File: config.mk
export PLATFORM = sky130hd
export DESIGN_NAME = gradient_test_pattern_generator
export DESIGN_NICKNAME = d
export VERILOG_FILES = /design/src/design/gtpg_pkg.sv /design/src/design/gradient_test_pattern_generator.sv /design/src/design/gtpg_ctrl.sv /design/src/design/gtpg_datapath.sv
export SDC_FILE = /design/constraint.sdc
export NUM_CORES = 1
export LEC_CHECK = 0
export BUFFER_PORTS_ARGS = -buffer_cell sky130_fd_sc_hd__buf_4
export CAP_MARGIN = 20
export CORE_AREA = 2 2 183 185
export DETAILED_ROUTE_END_ITERATION = 16
export DIE_AREA = 0 0 185 187
export SYNTH_ARGS = -nofsm -noshare
export SYNTH_HDL_FRONTEND = slang
export SYNTH_HIERARCHICAL = 1
export SYNTH_SLANG_ARGS = --single-unit
export TNS_END_PERCENT = 1
File: constraint.sdc
create_clock -name clk -period 6.3 [get_ports clk]
set_input_delay 0.315 -clock clk [delete_from_list [all_inputs] [get_ports clk]]
set_output_delay 0.315 -clock clk [all_outputs]
set_load 0.01 [all_outputs]
File: src/design/gtpg_pkg.sv
// shared constants, types and helpers for the gradient test pattern generator
`default_nettype none

package gtpg_pkg;

  localparam int unsigned COL_W     = 12;
  localparam int unsigned DIM_W     = 13;
  localparam int unsigned DEN_W     = 14;
  localparam int unsigned NUM_W     = 20;
  localparam int unsigned PIX_W     = 8;
  localparam int unsigned PHASE_W   = 6;
  localparam int unsigned DIV_STEPS = NUM_W;
  localparam int unsigned STEP_W    = 5;
  localparam int unsigned IDX_W     = 1;
  localparam int unsigned IN_W      = 8;
  localparam int unsigned OUT_W     = 48;

  localparam logic [DIM_W-1:0] MAX_DIM      = 13'd4096;
  localparam logic [DIM_W-1:0] RESET_WIDTH  = 13'd1280;
  localparam logic [DIM_W-1:0] RESET_HEIGHT = 13'd720;

  localparam logic [IDX_W-1:0] REG_FRAME_WIDTH  = 1'b0;
  localparam logic [IDX_W-1:0] REG_FRAME_HEIGHT = 1'b1;

  typedef enum logic [1:0] {
    SEL_RED,
    SEL_GREEN,
    SEL_BLUE
  } div_sel_t;

  typedef struct packed {
    logic     take;
    logic     div_load;
    logic     div_step;
    logic     quot_store;
    logic     out_load;
    div_sel_t sel;
  } gtpg_cmd_t;

  typedef struct packed {
    logic out_free;
  } gtpg_stat_t;

  function automatic logic [DIM_W-1:0] clamp_dim(input logic [DIM_W-1:0] v);
    logic [DIM_W-1:0] r;
    if (v == '0) begin
      r = DIM_W'(1);
    end else if (v > MAX_DIM) begin
      r = MAX_DIM;
    end else begin
      r = v;
    end
    return r;
  endfunction

endpackage

`default_nettype wire

File: src/design/gradient_test_pattern_generator.sv
// top level: animated rgb gradient test pattern source
// one request at a time: the next is accepted only after the last pixel is loaded
// into the output register; the single bit-serial divider is shared in turn
// by red, green and blue (20 steps plus load and store each)
// a result waiting in the output register does not block the next request
// rst (synchronous) clears position, frame count and handshake state and restores the reset frame size
`default_nettype none

module gradient_test_pattern_generator
  import gtpg_pkg::*;
(
  input  wire logic             clk,
  input  wire logic             rst,
  input  wire logic             cfg_we,
  input  wire logic [IDX_W-1:0] cfg_index,
  input  wire logic [DIM_W-1:0] cfg_data,
  input  wire logic             s_tvalid,
  output logic                  s_tready,
  input  wire logic [IN_W-1:0]  s_tdata,   // clear_frames
  output logic                  m_tvalid,
  input  wire logic             m_tready,
  output logic [OUT_W-1:0]      m_tdata,   // red, green, blue, column, row
  output logic                  m_tlast
);

  gtpg_cmd_t  cmd;
  gtpg_stat_t stat;

  gtpg_ctrl u_ctrl (
    .clk      (clk),
    .rst      (rst),
    .in_valid (s_tvalid),
    .in_ready (s_tready),
    .stat     (stat),
    .cmd      (cmd)
  );

  gtpg_datapath u_datapath (
    .clk       (clk),
    .rst       (rst),
    .cfg_we    (cfg_we),
    .cfg_index (cfg_index),
    .cfg_data  (cfg_data),
    .in_clear  (s_tdata[0]),
    .cmd       (cmd),
    .stat      (stat),
    .out_ready (m_tready),
    .out_valid (m_tvalid),
    .out_data  (m_tdata),
    .out_last  (m_tlast)
  );

endmodule

`default_nettype wire

File: src/design/gtpg_ctrl.sv
// sequencer: request intake, shared divider passes per channel, result hand-off
`default_nettype none

module gtpg_ctrl
  import gtpg_pkg::*;
(
  input  wire logic       clk,
  input  wire logic       rst,
  input  wire logic       in_valid,
  output logic            in_ready,
  input  wire gtpg_stat_t stat,
  output gtpg_cmd_t       cmd
);

  typedef enum logic [2:0] {
    S_IDLE,
    S_START,
    S_RUN,
    S_STORE,
    S_PUSH
  } state_t;

  state_t            state;
  logic [STEP_W-1:0] step_cnt;
  div_sel_t          sel;

  always_ff @(posedge clk) begin
    if (rst) begin
      state    <= S_IDLE;
      step_cnt <= '0;
      sel      <= SEL_RED;
    end else begin
      unique case (state)
        S_IDLE: begin
          if (in_valid) begin
            sel   <= SEL_RED;
            state <= S_START;
          end
        end
        S_START: begin
          step_cnt <= '0;
          state    <= S_RUN;
        end
        S_RUN: begin
          step_cnt <= step_cnt + STEP_W'(1);
          if (step_cnt == STEP_W'(DIV_STEPS - 1)) begin
            state <= S_STORE;
          end
        end
        S_STORE: begin
          unique case (sel)
            SEL_RED: begin
              sel   <= SEL_GREEN;
              state <= S_START;
            end
            SEL_GREEN: begin
              sel   <= SEL_BLUE;
              state <= S_START;
            end
            default: begin
              state <= S_PUSH;
            end
          endcase
        end
        S_PUSH: begin
          if (stat.out_free) begin
            state <= S_IDLE;
          end
        end
        default: begin
          state <= S_IDLE;
        end
      endcase
    end
  end

  assign in_ready = (state == S_IDLE);

  always_comb begin
    cmd            = '0;
    cmd.sel        = sel;
    cmd.take       = (state == S_IDLE) && in_valid;
    cmd.div_load   = (state == S_START);
    cmd.div_step   = (state == S_RUN);
    cmd.quot_store = (state == S_STORE);
    cmd.out_load   = (state == S_PUSH) && stat.out_free;
  end

  a_run_ends: assert property (@(posedge clk) disable iff (rst)
    (state == S_RUN && step_cnt == STEP_W'(DIV_STEPS - 1)) |=> state == S_STORE)
    else $error("divider pass did not end after its last step");

  a_store_after_step: assert property (@(posedge clk) disable iff (rst)
    cmd.quot_store |-> $past(cmd.div_step))
    else $error("quotient stored without a completed divider pass");

endmodule

`default_nettype wire

File: src/design/gtpg_datapath.sv
// registers, position counters, shared bit-serial divider and output register
`default_nettype none

module gtpg_datapath
  import gtpg_pkg::*;
(
  input  wire logic             clk,
  input  wire logic             rst,
  input  wire logic             cfg_we,
  input  wire logic [IDX_W-1:0] cfg_index,
  input  wire logic [DIM_W-1:0] cfg_data,
  input  wire logic             in_clear,
  input  wire gtpg_cmd_t        cmd,
  output gtpg_stat_t            stat,
  input  wire logic             out_ready,
  output logic                  out_valid,
  output logic [OUT_W-1:0]      out_data,
  output logic                  out_last
);

  logic [DIM_W-1:0]   reg_width;
  logic [DIM_W-1:0]   reg_height;
  logic [DIM_W-1:0]   w;
  logic [DIM_W-1:0]   h;
  logic [COL_W-1:0]   col_count;
  logic [COL_W-1:0]   row_count;
  logic [PHASE_W-1:0] frame_phase_count;

  logic [COL_W-1:0]   x_cur;
  logic [COL_W-1:0]   y_cur;
  logic [PHASE_W-1:0] ph_cur;
  logic               line_end;
  logic               last_cur;

  logic [COL_W-1:0]   x_q;
  logic [COL_W-1:0]   y_q;
  logic [PHASE_W-1:0] phase_q;
  logic               last_q;

  logic [NUM_W-1:0]   num;
  logic [DEN_W-1:0]   rem;
  logic [DEN_W-1:0]   den;
  logic [DEN_W:0]     rem_sh;
  logic [DEN_W:0]     diff;
  logic [DIM_W-1:0]   xy_sum;
  logic [PIX_W-1:0]   phase8;

  logic [PIX_W-1:0]   red_q;
  logic [PIX_W-1:0]   green_q;
  logic [PIX_W-1:0]   blue_q;

  // configuration registers
  always_ff @(posedge clk) begin
    if (rst) begin
      reg_width  <= RESET_WIDTH;
      reg_height <= RESET_HEIGHT;
    end else if (cfg_we) begin
      unique case (cfg_index)
        REG_FRAME_WIDTH:  reg_width  <= cfg_data;
        REG_FRAME_HEIGHT: reg_height <= cfg_data;
      endcase
    end
  end

  assign w = clamp_dim(reg_width);
  assign h = clamp_dim(reg_height);

  // position of the incoming request
  assign x_cur    = in_clear ? '0 : col_count;
  assign y_cur    = in_clear ? '0 : row_count;
  assign ph_cur   = in_clear ? '0 : frame_phase_count;
  assign line_end = {1'b0, x_cur} >= (w - DIM_W'(1));
  assign last_cur = line_end && ({1'b0, y_cur} >= (h - DIM_W'(1)));

  always_ff @(posedge clk) begin
    if (rst) begin
      col_count         <= '0;
      row_count         <= '0;
      frame_phase_count <= '0;
    end else if (cmd.take) begin
      if (last_cur) begin
        col_count         <= '0;
        row_count         <= '0;
        frame_phase_count <= ph_cur + PHASE_W'(1);
      end else if (line_end) begin
        col_count         <= '0;
        row_count         <= y_cur + COL_W'(1);
        frame_phase_count <= ph_cur;
      end else begin
        col_count         <= x_cur + COL_W'(1);
        row_count         <= y_cur;
        frame_phase_count <= ph_cur;
      end
    end
  end

  always_ff @(posedge clk) begin
    if (cmd.take) begin
      x_q     <= x_cur;
      y_q     <= y_cur;
      phase_q <= ph_cur;
      last_q  <= last_cur;
    end
  end

  // restoring divider, one quotient bit per step
  assign xy_sum = {1'b0, x_q} + {1'b0, y_q};
  assign rem_sh = {rem, num[NUM_W-1]};
  assign diff   = rem_sh - {1'b0, den};

  always_ff @(posedge clk) begin
    if (cmd.div_load) begin
      rem <= '0;
      case (cmd.sel)
        SEL_RED: begin
          num <= {x_q, 8'b0} - {8'b0, x_q};
          den <= {1'b0, w};
        end
        SEL_GREEN: begin
          num <= {y_q, 8'b0} - {8'b0, y_q};
          den <= {1'b0, h};
        end
        default: begin
          num <= {xy_sum, 7'b0};
          den <= {1'b0, w} + {1'b0, h};
        end
      endcase
    end else if (cmd.div_step) begin
      rem <= diff[DEN_W] ? rem_sh[DEN_W-1:0] : diff[DEN_W-1:0];
      num <= {num[NUM_W-2:0], ~diff[DEN_W]};
    end
  end

  assign phase8 = {phase_q, 2'b00};

  always_ff @(posedge clk) begin
    if (cmd.quot_store) begin
      case (cmd.sel)
        SEL_RED:   red_q   <= phase8 + num[PIX_W-1:0];
        SEL_GREEN: green_q <= phase8 + num[PIX_W-1:0];
        default:   blue_q  <= phase8 + num[PIX_W-1:0];
      endcase
    end
  end

  // output register
  assign stat.out_free = !out_valid || out_ready;

  always_ff @(posedge clk) begin
    if (rst) begin
      out_valid <= 1'b0;
    end else if (cmd.out_load) begin
      out_valid <= 1'b1;
    end else if (out_ready) begin
      out_valid <= 1'b0;
    end
  end

  always_ff @(posedge clk) begin
    if (cmd.out_load) begin
      out_data <= {y_q, x_q, blue_q, green_q, red_q};
      out_last <= last_q;
    end
  end

  a_rem_below_den: assert property (@(posedge clk) disable iff (rst)
    cmd.div_step |=> rem < den)
    else $error("divider remainder not below divisor");

  a_frame_wrap: assert property (@(posedge clk) disable iff (rst)
    cmd.take ##1 last_q |-> col_count == '0 && row_count == '0)
    else $error("position not back at origin after last pixel of frame");

endmodule

`default_nettype wire

# == Word-level counts from Yosys, hierarchy flattened ==
# Cells that the tools add are included.
# classes
n_lt_le_gt_ge,4
bitwise,3
n_eq_ne,10
mux,28
add_sub_neg,12
n_reduce_logical,20
# op_table
cell,n
$mux 12,6
$mux 13,4
$mux 20,2
$pmux 20 s2,1
$sub 20x12->20,2
$pmux 14 s2,1
$ge 12x13->1,2
$gt 13x13->1 const B,2
$logic_not 13->1,2
$sub 13x1->13 const B,2
$add 12x1->12 const B,2
$pmux 3 s5,1
$sub 15x14->15,1
$add 13x13->14,1
$mux 14,1
$add 12x12->13,1
$mux 3,4
$mux 6,2
$pmux 5 s2,1
$reduce_and 2->1,5
$add 8x8->8,1
$pmux 2 s2,2
$add 6x1->6 const B,1
$eq 3x2->1 const B,2
19 further kinds,28
# word_totals
register_bits,219
output_inout_bits,51

# == Logic depth before layout (Yosys ltp) ==
# depth
word_depth,7
ltp_mapped,19
depth_no_buf,18

# == By module ==
# The synthesis kept the hierarchy.
# by_module_without_submodules
mod,area_per_inst_um2,cells_per_inst,seq_area_each_um2,instances
gtpg_datapath,12304.3,1256,5565.3,1
gtpg_ctrl,539.3,62,200.2,1

# == Least setup slack after synthesis ==
# No wires, ideal clock.
# synth_path
path_kind,register to register
from,register u_datapath.reg_width[8]
to,register u_datapath.frame_phase_count[1]
n_path_buf,1
arrival_ps,3741
path_stages_with_launch,17
setup_ps,128
slack_ps,2431
required_ps,6172
path_cell_list,dfxtp_1 -> nor4_1 -> and2_1 -> nor2b_1 -> o21bai_1 -> ha_1 -> o21ai_0 -> or4_1 -> a21oi_1 -> ha_1 -> a2111o_1 -> o211ai_1 -> nor2_1 -> nand4bb_1 -> buf_2 -> mux2i_1 -> nor2_1
# synth_via
elab_chain_len,7
# synth_rtl
element,line_no,source
from (decl),gtpg_datapath.sv:21,logic [DIM_W-1:0] reg_width;
from (signal assigned),gtpg_datapath.sv:59,REG_FRAME_WIDTH: reg_width <= cfg_data;
$gt 13x13->1,gtpg_pkg.sv:48,end else if (v > MAX_DIM) begin
$mux 13,gtpg_pkg.sv:48,
$mux 13 *,gtpg_pkg.sv:46,if (v == '0) begin
$sub 13x1->13 *,gtpg_datapath.sv:72,"assign line_end = {1'b0, x_cur} >= (w - DIM_W'(1));"
$ge 12x13->1 *,gtpg_datapath.sv:72,
$logic_and 1x1->1 *,gtpg_datapath.sv:73,"assign last_cur = line_end && ({1'b0, y_cur} >= (h - DIM_W'(1)));"
$mux 6 *,gtpg_datapath.sv:81,if (last_cur) begin
to (signal assigned),gtpg_datapath.sv:84,frame_phase_count <= ph_cur + PHASE_W'(1);
to (signal assigned),gtpg_datapath.sv:88,frame_phase_count <= ph_cur;
to (signal assigned),gtpg_datapath.sv:92,frame_phase_count <= ph_cur;
to (decl),gtpg_datapath.sv:27,logic [PHASE_W-1:0] frame_phase_count;
# Every way passes the cells marked *; elsewhere a longest branch is shown, timed or not.
# A chain may end at the register's enable or synchronous reset.

# == Final worst setup path ==
# layout_path
from,register u_datapath.reg_width[8]
to,register u_datapath.frame_phase_count[4]
# The elaborated chain is that of the path after synthesis.

==> flow_summary_export.csv <==
group,metric,value,unit
critical_path,setup.worst_path.class,"flip-flop to flip-flop",
routing,m1WireLength,14500,µm
status,status,"finished clean",
placed_design,placed_cells,1788,
yosys,synth.top_cell.area_share,32.3,%
power_and_ir_drop,p_switching,1.41,mW
timing,hold_viol,0,
routing,first_iter_violations,607,
critical_path,rr_worst_depth,15,
clock_network,clock_path_buffers,3,
yosys,yosysMostFrequentCell,"edfxtp_1",
floorplan,std_cell_rows,67,
critical_path,start_kind,"flip-flop",
floorplan,coreArea,0.0329,mm²
cells_and_area,nFillCells,3190,
clock_network,cts-buffers-inserted,25,
timing,slew_violations,0,
yosys,yosysTopAreaCell,"edfxtp_1",
flow_run,drv_cap,0,
global_routing,overflow,0,
floorplan,start_util,39.1,%
timing,worstMarginPinSlew,1.15,ns
clock_network,clkLatencyLatePin,0.54,ns
placed_design,portBuffers,70,
routing,drt_pass1_iterations,5,
critical_path,critPathMaxFanout,11,
routing,wl_per_cell,16.8,µm
placed_design,place_area,0.0138,mm²
placed_design,dp_hpwl,22300,µm
timing,setup_tns,0,ns
yosys,synth_nets,1432,
routing,maxUsedRoutingLayer,"met4",
clock_network,hold_buffers,3,
clock_network,post_cts_resized,0,
timing,clock-skew-final,0.0235,ns
yosys,yosysWarnings,6,
yosys,synth_edf_count,138,
routing,vias,9889,
clock_network,cts_max_level,1,
timing,rsz0062_at_grt,"false",
clock_network,cts_sinks,219,
yosys,syn_area,0.0128,mm²
worst_hold_path,min_delay_worst_endpoint,"u_datapath/reg_height[7]",
yosys,async_reset_ff_share,0,%
yosys,synth.area.top_cells,"edfxtp_1 (32%), dfxtp_1 (13%), ha_1 (8.1%)",
clock_network,cts_tree,"yes",
cells_and_area,syn2layout_area_growth,13.8,%
timing,finalSetupViolCount,0,
critical_path,critPathRequiredTime,6.76,ns
routing,drc_errors,0,
worst_hold_path,min_path_cells,3,
power_and_ir_drop,powerDensity,308,mW/mm²
global_routing,grt_pass1_wl,49900,µm
yosys,synth.distinct_cells,89,
clock_network,cts_setup_buffers,0,
timing,max_freq,0.196,GHz
cells_and_area,drive_gt1_share,10.5,%
worst_hold_path,hold_start,"cfg_data[7]",
critical_path,ff2ff_setup_slack,1.19,ns
yosys,synthCells,1318,
floorplan,die_y,187,µm
yosys,synth_common_cells,"edfxtp_1 (138), nand2_1 (135), a21oi_1 (106)",
critical_path,r2r-end,"u_datapath/frame_phase_count[4]",
critical_path,crit_path_end_kind,"flip-flop",
placed_design,gp_congestion,0.893,
cells_and_area,fin_cells,1837,
routing,route.met3.wl,1580,µm
power_and_ir_drop,p_int,3.09,mW
power_and_ir_drop,ir_drop,0.204,mV
global_routing,track_usage,17.8,%
critical_path,crit_arrival,5.57,ns
clock_network,clk_pin_slew,0.06,ns
power_and_ir_drop,switching_share,31.3,%
cells_and_area,fin_area,0.0146,mm²
power_and_ir_drop,clkPwrFrac,32.0,%
floorplan,die-area,0.0346,mm²
power_and_ir_drop,p_seq_share,40.6,%
global_routing,grt_pass1_vias,9601,
routing,drt-total-wl,30900,µm
floorplan,fp.dieW,185,µm
global_routing,grt_max_degree,64,
floorplan,pin_count,78,
worst_hold_path,hp-class,"input port to flip-flop",
yosys,avgSynthCellArea,9.74,µm²
yosys,seq_area_frac_synth,44.9,%
routing,wl_met2,14200,µm
critical_path,r2r-start,"u_datapath/reg_width[8]",
cells_and_area,fin_nets,1484,
timing,slew_headroom,23.2,%
cells_and_area,antenna_cells,0,
clock_network,root_buffer,"clkbuf_16",
timing,period_share,81.1,%
global_routing,antenna_found_initial,0,
routing,routed_via_density,5.38,
yosys,synth_seq_cells,219,
yosys,synth_flop_cell,"edfxtp_1",
routing,postRouteAntennaNets,0,
power_and_ir_drop,pwr-share-comb,27.4,%
timing,period_minus_slack,5.11,ns
power_and_ir_drop,total_leakage_power,5.58,nW
==> worst max-delay path, stage by stage (launching register included) <==
cell and delay (ns):
dfxtp_1 0.48, nor4_1 0.15, and2_1 0.18, nor2b_1 0.16, o21bai_1 0.46, ha_1 0.37
o21ai_0 0.26, or4_1 0.46, a21oi_1 0.17, ha_1 0.15, a2111o_1 0.15, o211ai_1 0.21
nor2_1 0.58, nand4bb_1 0.54, a2111o_1 0.56, a21oi_1 0.14
==> registers in the layout, summed over array words and instances, names as in the netlist, 3 cells and up <==
| signal | cells |
|---|---|
| u_datapath/y_q | 12 |
| u_datapath/red_q | 8 |
| u_datapath/row_count | 12 |
| u_datapath/frame_phase_count | 6 |
| u_datapath/x_q | 12 |
| u_datapath/rem | 14 |
| u_datapath/green_q | 8 |
| u_datapath/out_data | 48 |
| u_ctrl/state | 3 |
| u_datapath/reg_height | 13 |
| u_ctrl/step_cnt | 5 |
| u_datapath/col_count | 12 |
| u_datapath/blue_q | 8 |
| u_datapath/num | 20 |
| u_datapath/den | 14 |
| u_datapath/reg_width | 13 |
| u_datapath/phase_q | 6 |
==> power by group through the flow <==
stage / Combinational [mW] / Clock [mW] / Sequential (mW)
finish: 1.23 / 1.44 / 1.83
global placement: 1.21 / 0 / 1.85
detailed placement: 1.23 / 0 / 1.85
global route: 1.39 / 1.54 / 1.84
CTS: 1.24 / 1.48 / 1.83
floorplan: 1.02 / 0 / 1.80
==> logic make-up (layout without fill, tap and decap cells) <==
group,count (synthesis),count (layout),synth area share (%)
compound gates,318,318,16.7
fa+ha+maj,87,87,8.71
buf+inv,123,194,3.81
xor+xnor,80,80,5.46
flops,219,219,44.9
mux,28,28,2.21
simple gates,463,463,18.2
==> metrics by stage <==
step	util, %	power (mW)	setup slack (ns)	hold WS (ns)
final	44.5	4.50	1.19	0.0178
after global routing	44.5	4.77	0.837	0.0229
after CTS	44.5	4.55	1.36	0.000362
after detailed placement	41.9	3.09	1.36	0.405
after global placement	41.9	3.07	1.44	0.402
after floorplan	-	2.82	2.43	0.400
==> worst max path at each step <==
stage | start | to | slack (ns) | cells after the start
global placement | u_datapath/reg_width[8] | u_datapath/frame_phase_count[4] | 1.44 | 15
global route | u_datapath/reg_width[8] | u_datapath/frame_phase_count[5] | 0.84 | 15
CTS | u_datapath/reg_width[8] | u_datapath/frame_phase_count[4] | 1.36 | 15
finish | u_datapath/reg_width[8] | u_datapath/frame_phase_count[4] | 1.19 | 15
detailed placement | u_datapath/reg_width[8] | u_datapath/frame_phase_count[5] | 1.36 | 15
floorplan | u_datapath/reg_width[8] | u_datapath/frame_phase_count[1] | 2.43 | 16
==> layer usage <==
layer,track usage (%),up-vias
met5,0,-
met4,4.49,0
met3,2.30,52
met2,28.9,261
met1,25.1,4659
li1,-,4917
==> final cells by class <==
type	count	area [µm²]	area share [%]
multi-input combinational	976	6590	45.1
sequential	219	5770	39.5
clock buffer	37	732	5.01
timing repair buffer	82	623	4.26
tap	448	561	3.84
inverter	66	248	1.70
clock inverter	9	92.6	0.634
==> cell usage in the layout (no fill, tap or decap), types with 8 or more instances in the layout <==
master / instances
nand2b_1: 21
nand3b_1: 9
dfxtp_1: 81
nor2b_1: 66
xor2_1: 25
nor3_1: 23
edfxtp_1: 138
nor2_1: 97
nor4_1: 12
or3_1: 9
nand4_1: 14
a21oi_1: 106
ha_1: 83
o21ai_0: 51
inv_1: 65
clkbuf_16: 26
a211oi_1: 27
nand2_1: 135
xnor2_1: 55
mux2i_1: 25
nand3_1: 26
and3_1: 10
a31oi_1: 8
and2_1: 12
o21a_1: 14
buf_4: 79
a21o_1: 10
Power figures use the tool's default switching activity.
